`src/hdl/bmam_pkg.sv`:
```
// ----------------------------------------------------------------------------
// bmam_pkg
// Shared types and constants for the banked memory address mapper.
// ----------------------------------------------------------------------------
package bmam_pkg;

	// Request types.
	localparam logic [1:0] REQ_READ  = 2'd0;
	localparam logic [1:0] REQ_WRITE = 2'd1;
	localparam logic [1:0] REQ_BANK  = 2'd2;

	// Configuration register indexes.
	localparam logic CFG_REMAP    = 1'b0;
	localparam logic CFG_SCRAMBLE = 1'b1;

	// Region codes.
	localparam logic [3:0] REGION_OPEN   = 4'd0;
	localparam logic [3:0] REGION_SCREEN = 4'd1;
	localparam logic [3:0] REGION_COLOUR = 4'd2;
	localparam logic [3:0] REGION_BASIC  = 4'd3;
	localparam logic [3:0] REGION_FLASH  = 4'd4;
	localparam logic [3:0] REGION_CART   = 4'd5;
	localparam logic [3:0] REGION_VIDEO  = 4'd6;
	localparam logic [3:0] REGION_CHAR   = 4'd7;
	localparam logic [3:0] REGION_MAIN   = 4'd8;

	// Special page numbers.
	localparam logic [5:0] PAGE_CART  = 6'd19;
	localparam logic [5:0] PAGE_VIDEO = 6'd20;
	localparam logic [5:0] PAGE_CHAR  = 6'd21;

	// Boundaries within a 16K quarter.
	localparam logic [13:0] OVL_SCREEN_BASE = 14'h3000;
	localparam logic [13:0] OVL_COLOUR_BASE = 14'h3400;
	localparam logic [13:0] OVL_BASIC_BASE  = 14'h3800;
	localparam logic [13:0] CHAR_SIZE       = 14'h0800;

	// Fields of one bank register, as seen by the decoder.
	typedef struct packed {
		logic       rdonly;
		logic       overlay;
		logic [5:0] page;
	} bank_info_t;

	// One translated access.
	typedef struct packed {
		logic [3:0]  region;
		logic [18:0] offset;
		logic        write_enable;
		logic [7:0]  read_xor;
		logic [7:0]  write_data;
	} result_t;

endpackage

```
`src/hdl/bmam_bank_file.sv`:
```
// ----------------------------------------------------------------------------
// bmam_bank_file
// Four bank registers with one write port and one read port. The read port
// applies the optional swap of the lowest and highest quarters.
// ----------------------------------------------------------------------------
module bmam_bank_file (
	input  logic                 clk,
	input  logic                 arst_n,
	input  logic                 wr_en,
	input  logic [1:0]           wr_sel,
	input  logic [7:0]           wr_data,
	input  logic                 remap_enable,
	input  logic [1:0]           rd_quarter,
	output bmam_pkg::bank_info_t rd_info
);
	import bmam_pkg::*;

	logic [7:0] bank_q [4];
	logic       swap;
	logic [1:0] rd_sel;

	// Quarters 0 and 3 trade places when remapping is on.
	assign swap   = remap_enable & (rd_quarter[1] == rd_quarter[0]);
	assign rd_sel = rd_quarter ^ {2{swap}};

	// Bank register storage.
	always_ff @(posedge clk or negedge arst_n) begin
		if (!arst_n) begin
			for (int i = 0; i < 4; i++) begin
				bank_q[i] <= 8'd0;
			end
		end else if (wr_en) begin
			bank_q[wr_sel] <= wr_data;
		end
	end

	// Split the selected register into its fields.
	assign rd_info.rdonly  = bank_q[rd_sel][7];
	assign rd_info.overlay = bank_q[rd_sel][6];
	assign rd_info.page    = bank_q[rd_sel][5:0];

endmodule

```
`src/hdl/bmam_decode.sv`:
```
// ----------------------------------------------------------------------------
// bmam_decode
// Combinational translation of one request into region, offset, write enable
// and read mask, given the bank register that covers its quarter.
// ----------------------------------------------------------------------------
module bmam_decode (
	input  logic                 [1:0]  req_type,
	input  logic                 [13:0] off,
	input  logic                 [7:0]  cpu_data,
	input  logic                 [7:0]  scramble_key,
	input  bmam_pkg::bank_info_t        info,
	output bmam_pkg::result_t           res
);
	import bmam_pkg::*;

	logic        is_mem;
	logic        is_write;
	logic [3:0]  region;
	logic [18:0] offset;
	logic        writable;

	assign is_mem   = (req_type == REQ_READ) || (req_type == REQ_WRITE);
	assign is_write = (req_type == REQ_WRITE);

	// Region decode, overlay first, then by page.
	always_comb begin
		region   = REGION_OPEN;
		offset   = 19'd0;
		writable = 1'b0;
		if (info.overlay && off >= OVL_SCREEN_BASE) begin
			writable = 1'b1;
			if (off < OVL_COLOUR_BASE) begin
				region = REGION_SCREEN;
				offset = {9'd0, off[9:0]};
			end else if (off < OVL_BASIC_BASE) begin
				region = REGION_COLOUR;
				offset = {9'd0, off[9:0]};
			end else begin
				region = REGION_BASIC;
				offset = {8'd0, off[10:0]};
			end
		end else if (info.page[5:4] == 2'b00) begin
			region = REGION_FLASH;
			offset = {1'b0, info.page[3:0], off};
		end else if (info.page == PAGE_CART) begin
			region = REGION_CART;
			offset = {5'd0, off};
		end else if (info.page == PAGE_VIDEO) begin
			region   = REGION_VIDEO;
			offset   = {5'd0, off};
			writable = !info.rdonly;
		end else if (info.page == PAGE_CHAR) begin
			if (off < CHAR_SIZE) begin
				region   = REGION_CHAR;
				offset   = {5'd0, off};
				writable = !info.rdonly;
			end
		end else if (info.page[5]) begin
			region   = REGION_MAIN;
			offset   = {info.page[4:0], off};
			writable = !info.rdonly;
		end
	end

	// Bank writes and unused request types report an all-zero result.
	always_comb begin
		res = '0;
		if (is_mem) begin
			res.region       = region;
			res.offset       = offset;
			res.write_enable = is_write & writable;
			res.read_xor     = (region == REGION_CART) ? scramble_key : 8'd0;
			res.write_data   = is_write ? cpu_data : 8'd0;
		end
	end

endmodule

```
`src/hdl/banked_memory_address_mapper.sv`:
```
// ----------------------------------------------------------------------------
// banked_memory_address_mapper
// Maps 16-bit CPU accesses through four bank registers onto physical regions.
// ----------------------------------------------------------------------------
//  Channel | Direction | Handshake           | Payload
//  --------+-----------+---------------------+----------------------------------
//  in      | input     | in_valid / in_stall | req_type, cpu_address, cpu_data
//  out     | output    | out_valid/out_stall | region, offset, write_enable,
//          |           |                     | read_xor, write_data
//  cfg     | input     | cfg_we              | cfg_index, cfg_data
//
// A request is registered, decoded in the next cycle and its result is held
// in the output register; one transaction per cycle while out_stall is low.
// A bank register write takes effect as it leaves the input register, so the
// transaction right behind it already sees the new value.
// Reset clears the bank registers, the configuration and both valid flags.
// in_stall rises only when the input register is full and the output register
// holds a result that is stalled.
// ----------------------------------------------------------------------------
module banked_memory_address_mapper (
	input  logic        clk,
	input  logic        arst_n,
	input  logic        in_valid,
	output logic        in_stall,
	input  logic [1:0]  req_type,
	input  logic [15:0] cpu_address,
	input  logic [7:0]  cpu_data,
	output logic        out_valid,
	input  logic        out_stall,
	output logic [3:0]  region,
	output logic [18:0] offset,
	output logic        write_enable,
	output logic [7:0]  read_xor,
	output logic [7:0]  write_data,
	input  logic        cfg_we,
	input  logic        cfg_index,
	input  logic [7:0]  cfg_data
);
	import bmam_pkg::*;

	logic        remap_q;
	logic [7:0]  scramble_q;
	logic        valid_s1;
	logic [1:0]  req_s1;
	logic [15:0] addr_s1;
	logic [7:0]  data_s1;
	logic        valid_s2;
	result_t     res_s2;
	logic        load_s2;
	logic        adv_s1;
	logic        accept;
	logic        bank_we;
	bank_info_t  info;
	result_t     res;

	// Configuration registers.
	always_ff @(posedge clk or negedge arst_n) begin
		if (!arst_n) begin
			remap_q    <= 1'b0;
			scramble_q <= 8'd0;
		end else if (cfg_we) begin
			unique case (cfg_index)
				CFG_REMAP:    remap_q    <= cfg_data[0];
				CFG_SCRAMBLE: scramble_q <= cfg_data;
				default:      ;
			endcase
		end
	end

	// Pipeline flow control.
	assign load_s2  = !valid_s2 || !out_stall;
	assign adv_s1   = valid_s1 && load_s2;
	assign in_stall = valid_s1 && !load_s2;
	assign accept   = in_valid && !in_stall;
	assign bank_we  = adv_s1 && (req_s1 == REQ_BANK);

	// Input register.
	always_ff @(posedge clk or negedge arst_n) begin
		if (!arst_n) begin
			valid_s1 <= 1'b0;
		end else if (accept) begin
			valid_s1 <= 1'b1;
		end else if (adv_s1) begin
			valid_s1 <= 1'b0;
		end
	end

	always_ff @(posedge clk) begin
		if (accept) begin
			req_s1  <= req_type;
			addr_s1 <= cpu_address;
			data_s1 <= cpu_data;
		end
	end

	// Bank registers and quarter lookup.
	bmam_bank_file u_bank_file (
		.clk          (clk),
		.arst_n       (arst_n),
		.wr_en        (bank_we),
		.wr_sel       (addr_s1[1:0]),
		.wr_data      (data_s1),
		.remap_enable (remap_q),
		.rd_quarter   (addr_s1[15:14]),
		.rd_info      (info)
	);

	// Region and offset decode.
	bmam_decode u_decode (
		.req_type     (req_s1),
		.off          (addr_s1[13:0]),
		.cpu_data     (data_s1),
		.scramble_key (scramble_q),
		.info         (info),
		.res          (res)
	);

	// Output register.
	always_ff @(posedge clk or negedge arst_n) begin
		if (!arst_n) begin
			valid_s2 <= 1'b0;
		end else if (load_s2) begin
			valid_s2 <= valid_s1;
		end
	end

	always_ff @(posedge clk) begin
		if (adv_s1) begin
			res_s2 <= res;
		end
	end

	assign out_valid    = valid_s2;
	assign region       = res_s2.region;
	assign offset       = res_s2.offset;
	assign write_enable = res_s2.write_enable;
	assign read_xor     = res_s2.read_xor;
	assign write_data   = res_s2.write_data;

`ifndef ASSERT_OFF
	// Flash, cartridge ROM and open bus are never written.
	assert property (@(posedge clk) disable iff (!arst_n)
		(out_valid && write_enable) |->
			(region != REGION_OPEN && region != REGION_FLASH && region != REGION_CART))
		else $error("write enable on a region that cannot be written");

	// The read mask is only ever applied to cartridge ROM.
	assert property (@(posedge clk) disable iff (!arst_n)
		(out_valid && region != REGION_CART) |-> (read_xor == 8'd0))
		else $error("read mask on a region other than cartridge ROM");

	// A bank write leaves an all-zero result behind it.
	assert property (@(posedge clk) disable iff (!arst_n)
		bank_we |=> (out_valid && region == REGION_OPEN && !write_enable
			&& offset == 19'd0))
		else $error("bank write produced a nonzero result");

	// The input side only stalls while the output holds a stalled result.
	assert property (@(posedge clk) disable iff (!arst_n)
		in_stall |-> (valid_s1 && out_valid && out_stall))
		else $error("input stalled without a stalled output");
`endif

endmodule

```
`config.mk`:
```
export PLATFORM = sky130hd
export DESIGN_NAME = banked_memory_address_mapper
export DESIGN_NICKNAME = d
export VERILOG_FILES = /design/src/hdl/bmam_pkg.sv /design/src/hdl/bmam_bank_file.sv /design/src/hdl/bmam_decode.sv /design/src/hdl/banked_memory_address_mapper.sv
export SDC_FILE = /design/constraint.sdc
export NUM_CORES = 1
export LEC_CHECK = 0
export BUFFER_PORTS_ARGS = -buffer_cell sky130_fd_sc_hd__buf_2
export CAP_MARGIN = 30
export CORE_UTILIZATION = 59
export CTS_CLUSTER_SIZE = 30
export DETAILED_ROUTE_END_ITERATION = 10
export GPL_TIMING_DRIVEN = 0
export PLACE_DENSITY = 0.84
export SLEW_MARGIN = 20
export SYNTH_ARGS = -nofsm -noshare
export SYNTH_HDL_FRONTEND = slang
export SYNTH_SLANG_ARGS = --single-unit
```
`constraint.sdc`:
```
create_clock -name clk -period 4.4 [get_ports clk]
set_input_delay 0.88 -clock clk [delete_from_list [all_inputs] [get_ports clk]]
set_output_delay 0.88 -clock clk [all_outputs]
set_load 0.05 [all_outputs]
```
==> parameters.txt, run 1 <==
Parameter                              Value

Synthesis
  Mapped Nets ... 322
  Top post-synthesis cells by area ... edfxtp_1 44%, dfrtp_1 24%, mux2_2 9.8%
  Average cell area after synthesis ... between 15 and 20 µm²
  Async SR Flop Fraction ... 39.4%
  Cell variety after synth ... between 40 and 50
  Top FF cell, synth ... edfxtp_1
  Proportion of synthesized chip area in sequential cells ... about two thirds
  EDFF count, synth ... 66
  Dominant cell by count in the synthesized netlist ... edfxtp_1
  Synth Register Bits ... 109
  Top post-synthesis cells by count ... 66 x edfxtp_1, 43 x dfrtp_1, 39 x mux2_2
  Portion of synthesized cell area occupied by the leading cell type ... between 40 and 50%
  Post-synthesis instance area ... 0.00446 mm²
  Yosys Warn Count ... 0
  Cell type with the highest aggregate area in the netlist ... edfxtp_1
  Number of standard cells after synthesis ... roughly 280

Setup path
  Nature of the critical path endpoint ... flop
  Arrival time of data at the critical path endpoint ... 2950 ps
  Category of the most critical setup path ... input pin to flop
  Sort of element at the start of the critical path ... input pin
  Maximum fanout count along the critical path ... 33
  Required time at the worst-slack endpoint ... 4650 ps

CTS
  Maximum buffer depth of the clock tree ... 2
  Clock edge transition at the registers on the reported setup and hold paths ... 90 ps
  CTS Buf Count ... 9
  Number of buffers inserted to repair setup after CTS ... 0
  Clk Tree Root Cell ... clkbuf_8
  Clock insertion delay at the later pin of the skew report ... between 300 and 400 ps
  TritonCTS clock tree ... built
  Number of sinks on the clock net ... approximately 110
  CTS Hold Buffers Added ... 0
  # resized after CTS ... 0
  H-tree depth ... 3

Place
  Number of port buffers ... 81
  Final GP Congestion ... roughly 0.86
  HPWL reported at the end of detailed placement ... approximately 5500 µm
  Area of placed instances ... 0.00501 mm²

Timing
  Worst Clk Skew ... just under 8 ps
  Final worst-path cycle share ... about three fifths
  Number of endpoints failing setup at the final stage ... 0
  Worst Hold Margin ... approximately 370 ps
  Setup TNS ... 0 ps
  Transition time at the pin with the least slew margin ... around 880 ps
  Headroom to the max-slew limit ... between 40% and 50%
  Unrepaired setup endpoints after global routing ... no
  Final critical delay including setup and external delays ... 2700 ps
  Hold violation count in the final report ... 0
  Final max-slew violation count ... 0
  Fmax ... approximately 0.37 GHz

Global route
  Global-route wire length before repair ... ~12000 µm
  M2 GR Usage ... between 30 and 40%
  Number of antenna violations at the first check in global routing ... 0
  Number of global-route vias before repair ... around 2500
  Layer carrying the most global-route usage ... met2
  Pin count of the biggest net entering global routing ... 44
  GRT overflow ... 0
  Global-route total usage across every layer ... 22.2%
  GR met1 Demand/Resource ... between 20 and 30%
  Met3 track demand over resource ... between 6 and 7%

Floorplanning
  Die width ... roughly 90 µm
  Std-Cell Core Area ... between 0.007 and 0.008 mm²
  Die Y ... between 80 and 90 µm
  Total number of placement rows ... 31
  Boundary pin count ... 82
  Die footprint ... 0.00791 mm²
  Initial cell density of the core ... between 60% and 70%

Detailed routing
  Final routed DRC violation total ... 0
  Detailed-route vias per instance ... between 5 and 6
  Final routed wire length divided by cell count ... 16.8 µm
  Final WL ... 8080 µm
  Pre-antenna DRT Iters ... 4
  Count of antenna-violating nets left after detailed routing ... 0
  Initial detailed-routing violation count ... 140
  Via count ... 2677

Pwr
  PwrDens ... around 460 mW/mm²
  Final Power ... between 2 and 2.5 mW
  Maximum resistive drop on vdd ... approximately 0.2 mV
  Cell leakage power ... around 2.2 nW

Layout
  Share of layout cells above drive strength 1 ... ~40%
  Number of nets at the end of the flow ... 416
  Number of antenna diodes ... 0
  Total of fill cells in the finished design ... around 530
  Utilization of the core after routing ... a little under three quarters
  Area of all placed cells without fillers ... ~0.0052 mm²
  Layout area overhead ... 16.9%

Flow run
  Number of max-cap violations ... 0

Status
  Outcome ... finished, final reports clean

Worst hold path
  Hold crit path type ... input pin to async pin
through the flow:
step,cells,setup slack (ps)
floorplan,282,1200
global placement,462,279
detailed placement,463,1280
CTS,479,1710
global route,480,1600
finish,480,1700
cell usage in the layout, fill, tap and decap left out, drive strengths merged, types with 2 or more instances in the layout:
cell type / instances
a31oi: 2
nor2: 11
clkbuf: 15
nand4b: 2
mux4: 5
a221oi: 3
nand2: 9
nand2b: 4
a22o: 3
and2: 34
o21ai: 6
buf: 87
nor3: 4
inv: 10
nor2b: 8
edfxtp: 66
a21o: 2
nand3: 4
a221o: 2
and3: 2
dfrtp: 43
nor4b: 2
mux2: 39
worst paths after layout:
check	from	cells past startpoint	slack [ps]	to
hold / removal	arst_n	1	370	u_bank_file.bank_q[7]$_DFFE_PN0P_
setup / recovery	out_stall	7	1700	u_bank_file.bank_q[29]$_DFFE_PN0P_
setup reg to reg	addr_s1[15]$_DFFE_PP_	7	1800	offset[2]$_SDFFCE_PP0P_
max in group asynchronous	arst_n	2	3580	u_bank_file.bank_q[3]$_DFFE_PN0P_
hold reg to reg	valid_s1$_DFFE_PN0P_	1	490	out_valid$_DFFE_PN0P_
min in group clk	valid_s1$_DFFE_PN0P_	1	490	out_valid$_DFFE_PN0P_
cell type report:
class                      count  area (µm²)  area share (%)
sequential                   109        3060            58.6
multi-input combinational    159        1340            25.6
timing repair buffer          83         445            8.54
clock buffer                  15         178            3.41
tap                           99         124            2.37
inverter                      10        37.5           0.720
buffer                         4        32.5           0.624
clock inverter                 1        5.00          0.0959
metal layers:
metal	routed length, µm	up-vias
met5	0	-
met4	184	0
met3	477	17
met2	4050	81
met1	3370	1336
li1	-	1243
report_power, final:
part	switching (mW)	leakage (nW)	internal, mW
Clock	0.310	0.0929	0.257
Combinational	0.302	0.950	0.213
Sequential	0.0818	1.17	1.25
Total	0.694	2.21	1.72
cell families (layout without fill, tap and decap cells):
group / after synthesis / after routing / share of synthesized area (%)
AOI/OAI and AO/OA: 28 / 28 / 5.41
muxes: 45 / 45 / 12.9
buffers and inverters: 14 / 113 / 1.57
and+or+nand+nor: 86 / 86 / 11.6
DFF: 109 / 109 / 68.5
worst max-delay path, stage by stage:
cell and delay (ps):
buf_2 100, nand2_1 70, and2_2 330, buf_12 250, nand3b_1 180, nor3_2 710
mux2_2 420
state kept, by name, indices dropped and copies added, names as in the netlist:
name / count
req_s1: 2
read_xor: 8
write_enable: 1
valid_s1: 1
data_s1: 8
out_valid: 1
offset: 19
addr_s1: 16
write_data: 8
remap_q: 1
scramble_q: 8
region: 4
u_bank_file.bank_q: 32
Note: power is estimated with default switching activity, not from simulation.
==> run 2: changes to the inputs <==
--- a/config.mk
+++ b/config.mk
@@ -5,13 +5,14 @@
 export SDC_FILE = /design/constraint.sdc
 export NUM_CORES = 1
 export LEC_CHECK = 0
+export ABC_AREA = 1
 export BUFFER_PORTS_ARGS = -buffer_cell sky130_fd_sc_hd__buf_2
 export CAP_MARGIN = 30
-export CORE_UTILIZATION = 59
+export CORE_UTILIZATION = 50
 export CTS_CLUSTER_SIZE = 30
 export DETAILED_ROUTE_END_ITERATION = 10
 export GPL_TIMING_DRIVEN = 0
-export PLACE_DENSITY = 0.84
+export PLACE_DENSITY = 0.75
 export SLEW_MARGIN = 20
 export SYNTH_ARGS = -nofsm -noshare
 export SYNTH_HDL_FRONTEND = slang
==> constraint.sdc (replaced) <==
create_clock -name clk -period 2.2 [get_ports clk]
set_input_delay 0.44 -clock clk [delete_from_list [all_inputs] [get_ports clk]]
set_output_delay 0.44 -clock clk [all_outputs]
set_load 0.05 [all_outputs]
==> parameters.txt, run 2 <==
Parameter                              Value

Timing
  Fmax ... about 0.47 GHz
  Transition time at the pin with the least slew margin ... 546 ps (-333 ps)
  Final max-slew violation count ... 0 (unchanged)
  Final critical delay including setup and external delays ... between 2000 and 2500 ps
  Setup TNS ... 0 ps (unchanged)
  Worst Clk Skew ... 12.7 ps (+4.90 ps)
  Unrepaired setup endpoints after global routing ... yes
  Final worst-path cycle share ... 96.9%
  Hold violation count in the final report ... 0 (unchanged)
  Number of endpoints failing setup at the final stage ... 0 (unchanged)
  Headroom to the max-slew limit ... 63.6% (+23 points)

Layout
  Largest register by flop count ... u_bank_file.bank_q
  Number of antenna diodes ... 0 (unchanged)
  Commonest non-fill, non-tap cells in the layout ... 85 x buf_2, 83 x nand2_1, 66 x edfxtp_1, 48 x inv_1, 42 x dfrtp_1
  Utilization of the core after routing ... 63.1% (-8.4 points)
  Combined flip-flop and latch cell area ... 0.00306 mm² (about the same)
  Largest register FFs ... 32 (unchanged)
  Number of nets at the end of the flow ... 564 (+36%)
  Count of placed standard cells in the final layout, fillers left out ... 637 (+33%)
  Footprint of the multi-input gates ... 0.00142 mm² (+6.6%)
  Total of fill cells in the finished design ... 697 (+33%)
  Layout area overhead ... 20.0%
  Share of layout cells above drive strength 1 ... 32.3% (-7.3 points)
  Commonest non-fill, non-tap cell in the layout ... buf_2

Synthesis
  Yosys Warn Count ... 0 (unchanged)
  Portion of synthesized cell area occupied by the leading cell type ... 42.4% (-2.0 points)
  Top post-synthesis cells by area ... edfxtp_1 42%, dfrtp_1 23%, nand2_1 7.1%
  Proportion of synthesized chip area in sequential cells ... 65.4% (-3.1 points)
  Post-synthesis instance area ... 0.00467 mm² (+4.8%)
  Top FF cell, synth ... edfxtp_1
  Number of standard cells after synthesis ... 425 (+51%)
  EDFF count, synth ... 66 (unchanged)
  Cell type with the highest aggregate area in the netlist ... edfxtp_1
  Dominant cell by count in the synthesized netlist ... nand2_1
  Average cell area after synthesis ... 11.0 µm² (-30%)
  Synth Register Bits ... 109 (unchanged)
  Top post-synthesis cells by count ... 88 x nand2_1, 66 x edfxtp_1, 48 x inv_1
  Mapped Nets ... 465 (+44%)
  Cell variety after synth ... 29 (-37%)
  Async SR Flop Fraction ... 39.4% (unchanged)

CTS
  Maximum buffer depth of the clock tree ... 2 (unchanged)
  Clock insertion delay at the later pin of the skew report ... 370 ps (about the same)
  Clock edge transition at the registers on the reported setup and hold paths ... 110 ps (+20 ps)
  CTS Buf Count ... 9 (unchanged)
  Number of sinks on the clock net ... 109 (unchanged)
  Clk Tree Root Cell ... clkbuf_8
  H-tree depth ... 3 (unchanged)
  TritonCTS clock tree ... built

Detailed routing
  Pre-antenna DRT Iters ... 5 (+1)
  Final WL ... 9420 µm (+17%)
  Final routed DRC violation total ... 0 (unchanged)
  Detailed-route vias per instance ... 5.32 (-4.6%)
  Count of antenna-violating nets left after detailed routing ... 0 (unchanged)
  Initial detailed-routing violation count ... 241 (+72%)
  Final routed wire length divided by cell count ... 14.8 µm (-12%)
  Via count ... 3390 (+27%)

Place
  Instance count after placement with tap cells included ... 615 (+33%)
  HPWL reported at the end of detailed placement ... 6570 µm (+19%)
  Number of port buffers ... 81 (unchanged)
  Final GP Congestion ... 0.857 (-0.37%)

Global route
  Global-route wire length before repair ... 15200 µm (+22%)
  GRT overflow ... 0 (unchanged)
  Global-route total usage across every layer ... 20.4% (-1.8 points)
  Number of global-route vias before repair ... 3132 (+26%)
  Pin count of the biggest net entering global routing ... 44 (unchanged)
  Number of antenna violations at the first check in global routing ... 0 (unchanged)

Setup path
  CP max-delay cell ... dfrtp_2
  Nature of the critical path endpoint ... flop
  Crit path cell chain ... o21ai_2, buf_4, nand3_1, nand2_4, nor2_4, nand3_4, nand2_2, a21oi_4, buf_12, nor3_2
  Sort of element at the start of the critical path ... flop
  Category of the most critical setup path ... flop to flop
  Required time at the worst-slack endpoint ... 2330 ps (-2320 ps)
  Slowest Stage Delay on Critical Path ... 490 ps (-220 ps)
  Buffers and inverters on the worst path ... 2 (unchanged)
  Largest delay share family, worst path ... simple AND/OR/NAND/NOR gates
  Arrival time of data at the critical path endpoint ... 2260 ps (-690 ps)
  Maximum fanout count along the critical path ... 10 (-70%)

Pwr
  Gate power share ... 27.8% (+6.5 points)
  Final Power ... 5.35 mW (+120%)
  Net Sw Frac ... 35.3% (+6.6 points)
  Proportion of power drawn by flip-flops and latches ... 50.8% (-4.4 points)
  Internal power ... 3.46 mW (+100%)
  Cell leakage power ... 2.52 nW (+14%)
  Share of power burned in the clock network ... 21.5% (-2.0 points)
  PwrDens ... 955 mW/mm² (+110%)
  Maximum resistive drop on vdd ... 0.474 mV (+140%)
  Switching power ... 1.89 mW (+170%)

Floorplanning
  Std-Cell Core Area ... 0.00889 mm² (+22%)
  Die Y ... 98.7 µm (+11%)
  Boundary pin count ... 82 (unchanged)
  Initial cell density of the core ... 52.6% (-8.6 points)
  Die width ... 98.7 µm (+11%)
  Die footprint ... 0.00974 mm² (+23%)
  Total number of placement rows ... 34 (+9.7%)

Status
  Outcome ... finished, final reports clean

Worst hold path
  Hold crit path type ... input pin to flop

Flow run
  Number of max-cap violations ... 0 (unchanged)
[run 2: cell count changes in the layout (fill, tap and decap cells not counted), moves of 6 or more]
cell	before	now
nand3_1	3	34
nor2_1	11	27
nor3_2	1	12
mux2_2	39	0
nand2_2	0	7
nor2b_1	8	0
o21ai_0	6	37
nor2_4	0	6
and2_1	31	0
nor2_2	0	7
inv_1	10	48
nand2_4	0	6
a21oi_1	0	11
nand2_1	9	83
[run 2: path summary, 6_finish.rpt]
check | from | to | slack, ps | cells after the start
worst max-delay path | remap_q$_DFFE_PN0P_ | read_xor[6]$_SDFFCE_PN0P_ | 70 | 10
worst min-delay path | cpu_address[2] | addr_s1[2]$_DFFE_PP_ | 230 | 1
worst max register to register | remap_q$_DFFE_PN0P_ | read_xor[6]$_SDFFCE_PN0P_ | 70 | 10
worst min register to register | u_bank_file.bank_q[31]$_DFFE_PN0P_ | u_bank_file.bank_q[31]$_DFFE_PN0P_ | 490 | 2
max in group asynchronous | arst_n | remap_q$_DFFE_PN0P_ | 1210 | 3
min in group asynchronous | arst_n | u_bank_file.bank_q[17]$_DFFE_PN0P_ | 500 | 2
[run 2: cells by family after synthesis]
group | Yosys count | synth area share [%]
AOI/OAI and AO/OA | 55 | 6.45
buffers and inverters | 64 | 6.05
DFF | 109 | 65.4
and+or+nand+nor | 197 | 22.1
[run 2: power by group through the flow]
stage / sequential (mW) / combinational [mW] / clock, mW
2_1_floorplan: 3.03 / 0.738 / 0
3_3_place_gp: 2.74 / 1.31 / 0
3_5_place_dp: 2.76 / 1.36 / 0
4_1_cts: 2.71 / 1.40 / 1.16
5_1_grt: 2.75 / 1.62 / 1.24
6_report: 2.72 / 1.49 / 1.15
[run 2: per-layer routing]
metal / GRT usage (%) / routed length (µm)
met1: 27.3 / 4120
met2: 33.4 / 4620
met3: 4.18 / 515
met4: 7.00 / 158
met5: 0 / 0
[run 2: stage by stage]
step	setup slack, ps	area [µm²]	hold slack, ps
3_5_place_dp	-44.8	5250	469
4_1_cts	1.93	5470	223
6_report	69.3	5610	234
2_1_floorplan	79.7	4680	144
3_3_place_gp	-22.0	5230	464
5_1_grt	-17.6	5610	217
[run 2: what timing repair did]
| action | 4_1_cts | 5_1_grt |
|---|---|---|
| setup endpoints to repair | 19 | 61 |
| pin swaps | 2 | 7 |
| buffers inserted | 2 | 1 |
| resized for setup | 0 | 19 |
| hold buffers | 0 | 1 |
| hold endpoints to repair | 0 | 13 |
[run 2: cell type report]
cell class                      instances  area share, %
Multi-Input combinational cell        252           25.4
Clock inverter                          5          0.803
Clock buffer                           11           2.52
Buffer                                 11           1.49
Sequential cell                       109           54.5
Inverter                               53           3.61
Tap cell                              108           2.41
Timing Repair Buffer                   88           9.23
[run 2: worst reg2reg max path: cells and delay by family, from the launching register on]
| family | cells | cell delay, ps |
|---|---|---|
| buf+inv | 2 | 380 |
| simple gates | 6 | 650 |
| compound gates | 2 | 390 |
| flops | 1 | 490 |
==> run 3: changes to the inputs <==
==> constraint.sdc (replaced) <==
create_clock -name clk -period 1.9 [get_ports clk]
set_input_delay 0.38 -clock clk [delete_from_list [all_inputs] [get_ports clk]]
set_output_delay 0.38 -clock clk [all_outputs]
set_load 0.05 [all_outputs]
==> parameters.txt, run 3 (synthesized netlist as in run 2, its figures left out) <==
Parameter                              Value

Status
  Outcome ... complete, but fails checks
  Violated checks ... setup timing

Pwr
  Cell leakage power ... 2.65 nW (+5.4%)
  Net Sw Frac ... 34.6% (-0.70 points)
  PwrDens ... 1130 mW/mm² (+18%)
  Proportion of power drawn by flip-flops and latches ... 47.5% (-3.3 points)
  Switching power ... 2.30 mW (+22%)
  Maximum resistive drop on vdd ... 0.663 mV (+40%)
  Gate power share ... 28.8% (+1.0 points)
  Share of power burned in the clock network ... 23.7% (+2.2 points)
  Final Power ... 6.65 mW (+24%)
  Internal power ... 4.35 mW (+25%)

Place
  HPWL reported at the end of detailed placement ... 6570 µm (about the same)
  Area of placed instances ... 0.00525 mm² (+0.12%)
  Final GP Congestion ... 0.846 (-1.3%)
  Number of port buffers ... 81 (unchanged)

CTS
  Clk Tree Root Cell ... clkbuf_8
  Number of sinks on the clock net ... 109 (unchanged)
  Maximum buffer depth of the clock tree ... 2 (unchanged)
  Clock edge transition at the registers on the reported setup and hold paths ... 110 ps (about the same)
  CTS Buf Count ... 9 (unchanged)
  TritonCTS clock tree ... built
  Clock insertion delay at the later pin of the skew report ... 370 ps (about the same)
  H-tree depth ... 3 (unchanged)

Setup path
  Arrival time of data at the critical path endpoint ... 2370 ps (+110 ps)
  Crit Reg-Reg Endpoint ... read_xor[7]$_SDFFCE_PN0P_
  Crit path capture ... read_xor[7]$_SDFFCE_PN0P_
  Start of the worst register-to-register path ... remap_q$_DFFE_PN0P_
  Category of the most critical setup path ... flop to flop
  Flop-to-flop setup slack ... -260 ps (-330 ps)
  Required time at the worst-slack endpoint ... 2110 ps (-220 ps)
  Start point of the critical path ... remap_q$_DFFE_PN0P_
  Reg2reg path depth ... 14 (+4)
  Sort of element at the start of the critical path ... flop
  Nature of the critical path endpoint ... flop
  Maximum fanout count along the critical path ... 9 (-1)

Floorplanning
  Die width ... 98.7 µm (unchanged)
  Die Y ... 98.7 µm (unchanged)
  Initial cell density of the core ... 52.6% (unchanged)
  Die footprint ... 0.00974 mm² (unchanged)
  Std-Cell Core Area ... 0.00889 mm² (unchanged)
  Boundary pin count ... 82 (unchanged)
  Total number of placement rows ... 34 (unchanged)

Global route
  Global-route total usage across every layer ... 21.3% (+0.90 points)
  Number of global-route vias before repair ... 3256 (+4.0%)
  GRT overflow ... 0 (unchanged)
  Global-route wire length before repair ... 15900 µm (+4.7%)
  Pin count of the biggest net entering global routing ... 44 (unchanged)
  Number of antenna violations at the first check in global routing ... 0 (unchanged)

Timing
  Number of endpoints failing setup at the final stage ... 30 (+30)
  Final critical delay including setup and external delays ... 2160 ps (+28.5 ps)
  Worst Clk Skew ... 10.5 ps (-2.25 ps)
  Hold violation count in the final report ... 0 (unchanged)
  Headroom to the max-slew limit ... 62.8% (-0.81 points)
  Final worst-path cycle share ... 114% (+17 points)
  Final max-slew violation count ... 0 (unchanged)
  Fmax ... 0.463 GHz (-1.3%)
  Transition time at the pin with the least slew margin ... 557 ps (+11.5 ps)
  Unrepaired setup endpoints after global routing ... yes
  Minimum setup slack in the final design ... -259 ps (-328 ps)

Layout
  Largest register by flop count ... u_bank_file.bank_q
  Commonest non-fill, non-tap cell in the layout ... buf_2
  Largest register FFs ... 32 (unchanged)
  Layout area overhead ... 26.3%
  Number of nets at the end of the flow ... 578 (+2.5%)
  Commonest non-fill, non-tap cells in the layout ... 83 x buf_2, 74 x nand2_1, 66 x edfxtp_1, 47 x inv_1, 41 x dfrtp_1
  Number of antenna diodes ... 0 (unchanged)
  Share of layout cells above drive strength 1 ... 37.8% (+5.4 points)
  Area of all placed cells without fillers ... 0.00590 mm² (+5.2%)

Detailed routing
  Final routed wire length divided by cell count ... 15.8 µm (+6.5%)
  Final routed DRC violation total ... 0 (unchanged)
  Via count ... 3459 (+2.0%)
  Final WL ... 10300 µm (+8.8%)
  Detailed-route vias per instance ... 5.31 (-0.16%)
  Initial detailed-routing violation count ... 196 (-19%)
  Count of antenna-violating nets left after detailed routing ... 0 (unchanged)
  Pre-antenna DRT Iters ... 5 (unchanged)

Worst hold path
  Source of the worst hold timing path ... cpu_data[0]
  Hold crit path type ... input pin to flop
  Number of cells traversed by the worst hold path ... 1 (unchanged)

Flow run
  Number of max-cap violations ... 0 (unchanged)
[run 3: layout make-up]
| cell class | count | area [µm²] |
|---|---|---|
| flip-flops and latches | 109 | 3060 |
| plain buffers | 11 | 100 |
| well taps | 108 | 135 |
| inverters | 53 | 208 |
| clock inverters | 7 | 103 |
| fillers | 653 | 2990 |
| repair buffers | 102 | 649 |
| clock buffers | 9 | 124 |
| multi-input cells | 252 | 1520 |
[run 3: worst min path at each step]
stage / to / slack (ps)
floorplan: out_valid$_DFFE_PN0P_ / 80
global placement: u_bank_file.bank_q[31]$_DFFE_PN0P_ / 460
detailed placement: u_bank_file.bank_q[31]$_DFFE_PN0P_ / 470
CTS: data_s1[0]$_DFFE_PP_ / 170
global route: addr_s1[6]$_DFFE_PP_ / 160
finish: data_s1[0]$_DFFE_PP_ / 180
[run 3: repair_timing]
item                                    CTS  global route
endpoints found under the setup margin   88            62
resized for setup                        24            28
cloned                                    0             1
pin swaps                                 9            16
hold endpoints to repair                  0            12
hold buffers                              0             1
setup buffers                             9             9
[run 3: metrics by stage]
step	util (%)	TNS, ps	setup WS (ps)	hold WS [ps]	std cells
after detailed placement	59.1	-16810	-381	468	615
final	66.4	-5790	-259	177	651
after floorplan	-	0	40.6	84.4	425
after global placement	58.8	-17810	-345	465	614
after CTS	63.9	-3900	-201	172	640
after global routing	66.4	-8960	-384	160	651
[run 3: power by group through the flow]
stage	combinational, mW	sequential (mW)	clock (mW)
2_1_floorplan	0.857	3.51	0
3_3_place_gp	1.53	3.18	0
3_5_place_dp	1.58	3.19	0
4_1_cts	1.74	3.14	1.60
5_1_grt	2.06	3.19	1.70
6_report	1.92	3.15	1.58
[run 3: metal layers]
layer,part of all wire (%),GRT usage (%),up-vias
met4,1.9,7.69,0
met5,0,0,-
met1,42,27.7,1652
met2,51,36.5,139
met3,5.4,3.26,18
li1,-,-,1650
[run 3: worst max-delay path, stage by stage, from the launching register on]
cell and delay [ps]:
dfrtp_2 510, inv_2 120, nand2_4 90, nand2_8 110, nand2_1 90, nand2_1 100
nand2_1 70, nand2_2 100, nand2_2 80, nor2_4 170, nand2_2 110, nand2_2 90
a21oi_4 60, buf_12 150, nor3_2 150
